$ cat config.mk
export PLATFORM = sky130hd
export DESIGN_NAME = lz77td_ctrl
export DESIGN_NICKNAME = d
export VERILOG_FILES = /design/src/lz77td_pkg.sv /design/src/lz77td_ctrl.sv
export SDC_FILE = /design/constraint.sdc
export NUM_CORES = 1
export LEC_CHECK = 0
export BUFFER_PORTS_ARGS = -buffer_cell sky130_fd_sc_hd__buf_2
export CAP_MARGIN = 20
export CORE_MARGIN = 1.5
export CORE_UTILIZATION = 25
export DETAILED_ROUTE_END_ITERATION = 6
export PLACE_DENSITY = 0.47
export SYNTH_ARGS = -nofsm -noshare
export SYNTH_HDL_FRONTEND = slang
export SYNTH_SLANG_ARGS = --single-unit
$ cat constraint.sdc
create_clock -name clk -period 4 [get_ports clk]
set_clock_uncertainty 0.2 [all_clocks]
set_input_delay 0.4 -clock clk [delete_from_list [all_inputs] [get_ports clk]]
set_output_delay 0.4 -clock clk [all_outputs]
set_load 0.01 [all_outputs]
$ cat src/lz77td_pkg.sv
// package: item types and default sizes of the lz77 token decoder
`default_nettype none
package lz77td_pkg;

  localparam int WINDOW_SIZE_DEF = 4096;
  localparam int MAX_COPY_DEF    = 63;

  localparam int DIST_W = 12;
  localparam int LEN_W  = 6;
  localparam int BYTE_W = 8;

  typedef struct packed {
    logic [DIST_W-1:0] back_distance;
    logic [LEN_W-1:0]  copy_length;
    logic [BYTE_W-1:0] next_byte;
  } tok_t;

  typedef struct packed {
    logic [BYTE_W-1:0] out_byte;
    logic              last;
    logic              bad_reference;
  } res_t;

endpackage
`default_nettype wire

$ cat src/lz77td_ctrl.sv
// token sequencer: pointers, copy issue, read stage and write-back with forwarding
`default_nettype none
module lz77td_ctrl #(
  parameter int WINDOW_SIZE = lz77td_pkg::WINDOW_SIZE_DEF,
  parameter int MAX_COPY    = lz77td_pkg::MAX_COPY_DEF,
  parameter int AW          = $clog2(WINDOW_SIZE)
) (
  input  wire logic                          clk,
  input  wire logic                          rst,
  input  wire logic                          tok_valid,
  output logic                               tok_ready,
  input  wire lz77td_pkg::tok_t              tok,
  input  wire logic                          adv,
  output logic                               push,
  output lz77td_pkg::res_t                   res,
  output logic                               mem_we,
  output logic      [AW-1:0]                 mem_waddr,
  output logic      [lz77td_pkg::BYTE_W-1:0] mem_wdata,
  output logic                               mem_re,
  output logic      [AW-1:0]                 mem_raddr,
  input  wire logic [lz77td_pkg::BYTE_W-1:0] mem_rdata
);
  import lz77td_pkg::*;

  localparam int HW = $clog2(WINDOW_SIZE + 1);
  localparam int CW = ((HW > DIST_W) ? HW : DIST_W) + 1;

  typedef enum logic [1:0] {S_IDLE, S_COPY, S_TAIL} state_t;

  state_t            state;
  logic [AW-1:0]     wp;
  logic [HW-1:0]     held;
  logic [AW-1:0]     rd;
  logic [LEN_W-1:0]  cnt;
  logic [BYTE_W-1:0] nb;
  logic              bad;

  logic              d_valid;
  logic              d_mem;
  logic              d_last;
  logic              d_bad;
  logic              d_fwd;
  logic [BYTE_W-1:0] d_nb;
  logic [BYTE_W-1:0] fwd_byte;

  logic              issue;
  logic              commit;
  logic              accept;
  logic [BYTE_W-1:0] d_byte;
  logic [AW-1:0]     wp_inc;
  logic [AW-1:0]     rd_inc;
  logic [CW-1:0]     dist_ext;
  logic [CW-1:0]     held_ext;
  logic [CW-1:0]     wp_ext;
  logic [CW-1:0]     rd_full;
  logic [AW-1:0]     rd_start;
  logic [LEN_W-1:0]  len_sat;
  logic              no_copy;

  assign issue  = adv && (state == S_COPY || state == S_TAIL);
  assign commit = adv && d_valid;
  assign d_byte = d_fwd ? fwd_byte : (d_mem ? mem_rdata : d_nb);

  assign push      = commit;
  assign res       = '{out_byte: d_byte, last: d_last, bad_reference: d_bad};
  assign mem_we    = commit;
  assign mem_waddr = wp;
  assign mem_wdata = d_byte;
  assign mem_re    = adv && (state == S_COPY);
  assign mem_raddr = rd;

  // a token is taken only once the previous one has fully written back
  assign tok_ready = (state == S_IDLE) && !d_valid;
  assign accept    = tok_valid && tok_ready;

  assign wp_inc = (wp == AW'(WINDOW_SIZE - 1)) ? '0 : wp + 1'b1;
  assign rd_inc = (rd == AW'(WINDOW_SIZE - 1)) ? '0 : rd + 1'b1;

  assign dist_ext = CW'(tok.back_distance);
  assign held_ext = CW'(held);
  assign wp_ext   = CW'(wp);
  assign rd_full  = (wp_ext >= dist_ext) ? wp_ext - dist_ext
                                         : wp_ext + CW'(WINDOW_SIZE) - dist_ext;
  assign rd_start = rd_full[AW-1:0];
  assign len_sat  = (tok.copy_length > LEN_W'(MAX_COPY)) ? LEN_W'(MAX_COPY)
                                                         : tok.copy_length;
  assign no_copy  = (tok.back_distance == '0) || (dist_ext > held_ext);

  always_ff @(posedge clk) begin
    if (rst) begin
      state   <= S_IDLE;
      wp      <= '0;
      held    <= '0;
      d_valid <= 1'b0;
    end else begin
      if (commit) begin
        wp <= wp_inc;
        if (held != HW'(WINDOW_SIZE)) begin
          held <= held + 1'b1;
        end
      end
      if (adv) begin
        d_valid <= issue;
      end
      unique case (state)
        S_IDLE: begin
          if (accept) begin
            if (no_copy || len_sat == '0) begin
              state <= S_TAIL;
            end else begin
              state <= S_COPY;
            end
          end
        end
        S_COPY: begin
          if (adv && cnt == LEN_W'(1)) begin
            state <= S_TAIL;
          end
        end
        S_TAIL: begin
          if (adv) begin
            state <= S_IDLE;
          end
        end
        default: state <= S_IDLE;
      endcase
    end
  end

  always_ff @(posedge clk) begin
    if (accept) begin
      nb  <= tok.next_byte;
      bad <= no_copy && (tok.back_distance != '0);
      rd  <= rd_start;
      cnt <= len_sat;
    end
    if (adv && state == S_COPY) begin
      rd       <= rd_inc;
      cnt      <= cnt - 1'b1;
      d_mem    <= 1'b1;
      d_last   <= 1'b0;
      d_bad    <= 1'b0;
      // distance one reads the byte being written this very cycle
      d_fwd    <= commit && (rd == wp);
      fwd_byte <= d_byte;
    end
    if (adv && state == S_TAIL) begin
      d_mem  <= 1'b0;
      d_last <= 1'b1;
      d_bad  <= bad;
      d_nb   <= nb;
      d_fwd  <= 1'b0;
    end
  end

endmodule
`default_nettype wire

==> results.json <==
{
  "run_status": "finished, violations left",
  "failed_checks": "DRC",
  "grt_usage_pct": 13.26,
  "antenna_found_initial": 0,
  "wire_per_inst_um": 15.80,
  "worstReg2RegStart": "mem_waddr[0]",
  "clock_transition_time_at_the_flip_flop_clock_pins_of_the_worst_setup_and_hold_paths_ns": 0.06,
  "grt_max_degree": 26,
  "global_route.overflow_total": 0,
  "layout-drive-gt1-share_pct": 18.60,
  "finalSetupViolations": 0,
  "maximum_fanout_along_the_worst_path": 25,
  "clk_root_buffer_cell": "sky130_fd_sc_hd__clkbuf_16",
  "worst-setup-path-type": "reg2out",
  "design.die.area_mm2": 0.01936,
  "design.final.nets": 636,
  "maxCapViolations": 0,
  "netlist_area_mm2": 0.004633,
  "max_freq_ghz": 0.3823,
  "io_pins": 84,
  "number_of_global_route_vias_before_repair": 3692,
  "p_leak_nw": 2.272,
  "synth_top_cell_area_share_pct": 28.52,
  "tightestPinTransition_ns": 0.8282,
  "cts-resized-gates": 0,
  "synthesis_to_layout_area_growth_pct": 19.09,
  "syn-mean-instance-area_um2": 9.379,
  "yosys_warnings": 0,
  "count_of_flip_flops_with_a_built_in_enable_after_synthesis": 44,
  "number_of_antenna_diodes": 0,
  "placedInstanceArea_mm2": 0.005199,
  "hold_buf_count_cts": 0,
  "place.detailed.hpwl_mm": 9.752,
  "setup_total_negative_slack_ns": 0,
  "asyncSetResetFlopFracSynth_pct": 0,
  "dominant_cell_type_by_area_after_synthesis": "sky130_fd_sc_hd__edfxtp_1",
  "cts-buffers-inserted": 9,
  "ys_top_cells_by_count": "46 x sky130_fd_sc_hd__nand2_1, 44 x sky130_fd_sc_hd__edfxtp_1, 43 x sky130_fd_sc_hd__nor2_1",
  "timing.final.crit_period_ns": 2.616,
  "routed-via-count": 3814,
  "htree_levels": 3,
  "synth_cell_types": 57,
  "numPortBuffers": 83,
  "layout.cell_area.non_filler_mm2": 0.005518,
  "clock_latency_ns": 0.35,
  "syn_nets": 565,
  "worstPathArrival_ns": 2.02,
  "grt_setup_unrepaired": "no",
  "grt_first_pass_wirelength_mm": 20.00,
  "synthCells": 494,
  "cts_sinks": 75,
  "row_count": 49,
  "post-route-period-util_pct": 65.39,
  "antenna_violating_nets_post_route": 0,
  "die_width_um": 139.1,
  "ys_seq_area_share_pct": 41.91,
  "relSlewSlack_pct": 44.65,
  "detail_route.wirelength_mm": 12.63,
  "post-route-drc-count": 9,
  "die_h_um": 139.1,
  "max_vdd_drop_mv": 0.2425,
  "cts_setup_buffers": 0,
  "critPathCaptureType": "output pin",
  "synthTopCellsByArea": "sky130_fd_sc_hd__edfxtp_1 29%, sky130_fd_sc_hd__dfxtp_1 13%, sky130_fd_sc_hd__ha_1 8.6%",
  "worst-endpoint-required_ns": 3.40,
  "hold_path.class": "in2reg",
  "startpoint_of_the_tightest_hold_check_path": "tok[2]",
  "timing.critical_path.from_type": "flop",
  "detailedRoute.firstIterationViolations": 185,
  "timing.final.hold_violations": 0,
  "synth_flop_cell": "sky130_fd_sc_hd__edfxtp_1",
  "drt_first_pass_iters": 7,
  "ys_seq_elements": 75,
  "vias_per_instance": 4.773,
  "most_frequent_cell_after_synthesis": "sky130_fd_sc_hd__nand2_1",
  "clk_path_buf_depth": 2,
  "place.gp.congestion": 0.8266,
  "power.density_cell_area_mw_per_mm2": 410.7,
  "placeableCoreArea_mm2": 0.01809,
  "cts_tree": "yes",
  "crit_path_start": "state[1]",
  "start_util_pct": 25.62,
  "max_slew_violations": 0
}
## logic make-up (layout without fill, tap and decap cells)
family | after synthesis | in the layout | synth area share (%)
fa+ha+maj | 33 | 33 | 9.074
mux | 10 | 10 | 2.160
xor+xnor | 46 | 46 | 8.696
simple gates | 178 | 178 | 19.74
flops | 75 | 75 | 41.91
buf+inv | 63 | 139 | 6.292
compound gates | 89 | 89 | 12.13
## cells in the final DEF (no fill, tap or decap), types with 5 or more instances in the layout
master	synthesis	layout
sky130_fd_sc_hd__ha_1	32	32
sky130_fd_sc_hd__dfxtp_1	31	31
sky130_fd_sc_hd__o21ai_0	25	25
sky130_fd_sc_hd__o21a_1	5	5
sky130_fd_sc_hd__inv_1	37	37
sky130_fd_sc_hd__xnor2_1	24	24
sky130_fd_sc_hd__nand3_1	16	16
sky130_fd_sc_hd__o22ai_1	5	5
sky130_fd_sc_hd__nor2b_1	6	6
sky130_fd_sc_hd__and4_1	7	7
sky130_fd_sc_hd__nand2_1	46	46
sky130_fd_sc_hd__or3_1	5	5
sky130_fd_sc_hd__and3_1	8	8
sky130_fd_sc_hd__xor2_1	22	22
sky130_fd_sc_hd__nor2_1	43	43
sky130_fd_sc_hd__buf_2	3	83
sky130_fd_sc_hd__edfxtp_1	44	44
sky130_fd_sc_hd__mux2i_1	10	10
sky130_fd_sc_hd__a21oi_1	21	21
sky130_fd_sc_hd__nand4_1	13	13
sky130_fd_sc_hd__clkbuf_16	0	9
sky130_fd_sc_hd__nor4_1	10	10
## metrics by stage
step | setup WS [ns] | hold slack, ns | instances | utilization, % | total power [mW]
after floorplan | 1.766 | 0.2003 | 494 | - | 1.268
after global placement | 1.573 | 0.2026 | 783 | 28.74 | 1.397
after detailed placement | 1.544 | 0.2052 | 783 | 28.74 | 1.403
after CTS | 1.323 | 0.009087 | 799 | 30.51 | 2.298
after global routing | 1.196 | 0.01679 | 799 | 30.51 | 2.373
final | 1.384 | 0.02702 | 799 | 30.51 | 2.266
## final timing paths
kind         cells past startpoint           end  slack, ns
max                              5        mem_re       1.38
min                              1         nb[2]       0.03
max reg2reg                      8  mem_raddr[6]       1.56
min reg2reg                      0       d_nb[4]       0.22
## layout make-up
class | count | area [µm²]
sequential | 75 | 1942
timing repair buffer | 84 | 422.9
inverter | 39 | 147.6
multi-input combinational | 356 | 2400
clock buffer | 10 | 229.0
clock inverter | 6 | 90.09
fill | 1912 | 12570
tap | 229 | 286.5
## worst max-delay path: stages (launching register included)
cell,delay (ns)
sky130_fd_sc_hd__dfxtp_1,0.31
sky130_fd_sc_hd__inv_1,0.10
sky130_fd_sc_hd__ha_1,0.21
sky130_fd_sc_hd__nand2_1,0.30
sky130_fd_sc_hd__inv_2,0.51
sky130_fd_sc_hd__buf_2,0.23
## sequential cells by signal, indices dropped and copies added (netlist names)
signal,count
d_last,1
d_valid,1
state,2
d_mem,1
bad,1
d_fwd,1
cnt,6
d_bad,1
nb,8
mem_raddr,12
held,13
fwd_byte,8
d_nb,8
mem_waddr,12
## power breakdown
part | leakage, nW | switching [mW] | internal [mW] | total, mW
Clock | 0.153 | 0.337 | 0.547 | 0.884
Sequential | 0.665 | 0.0729 | 0.900 | 0.973
Combinational | 1.46 | 0.236 | 0.174 | 0.409
## layer usage
| metal | share of wire, % | vias up | GRT usage [%] |
|---|---|---|---|
| met5 | 0 | - | 0 |
| met4 | 2.0 | 0 | 4.815 |
| met3 | 5.0 | 18 | 2.935 |
| met2 | 46 | 93 | 20.82 |
| met1 | 47 | 1796 | 17.89 |
| li1 | - | 1907 | - |
No activity file was read; power rests on OpenSTA's default activity.
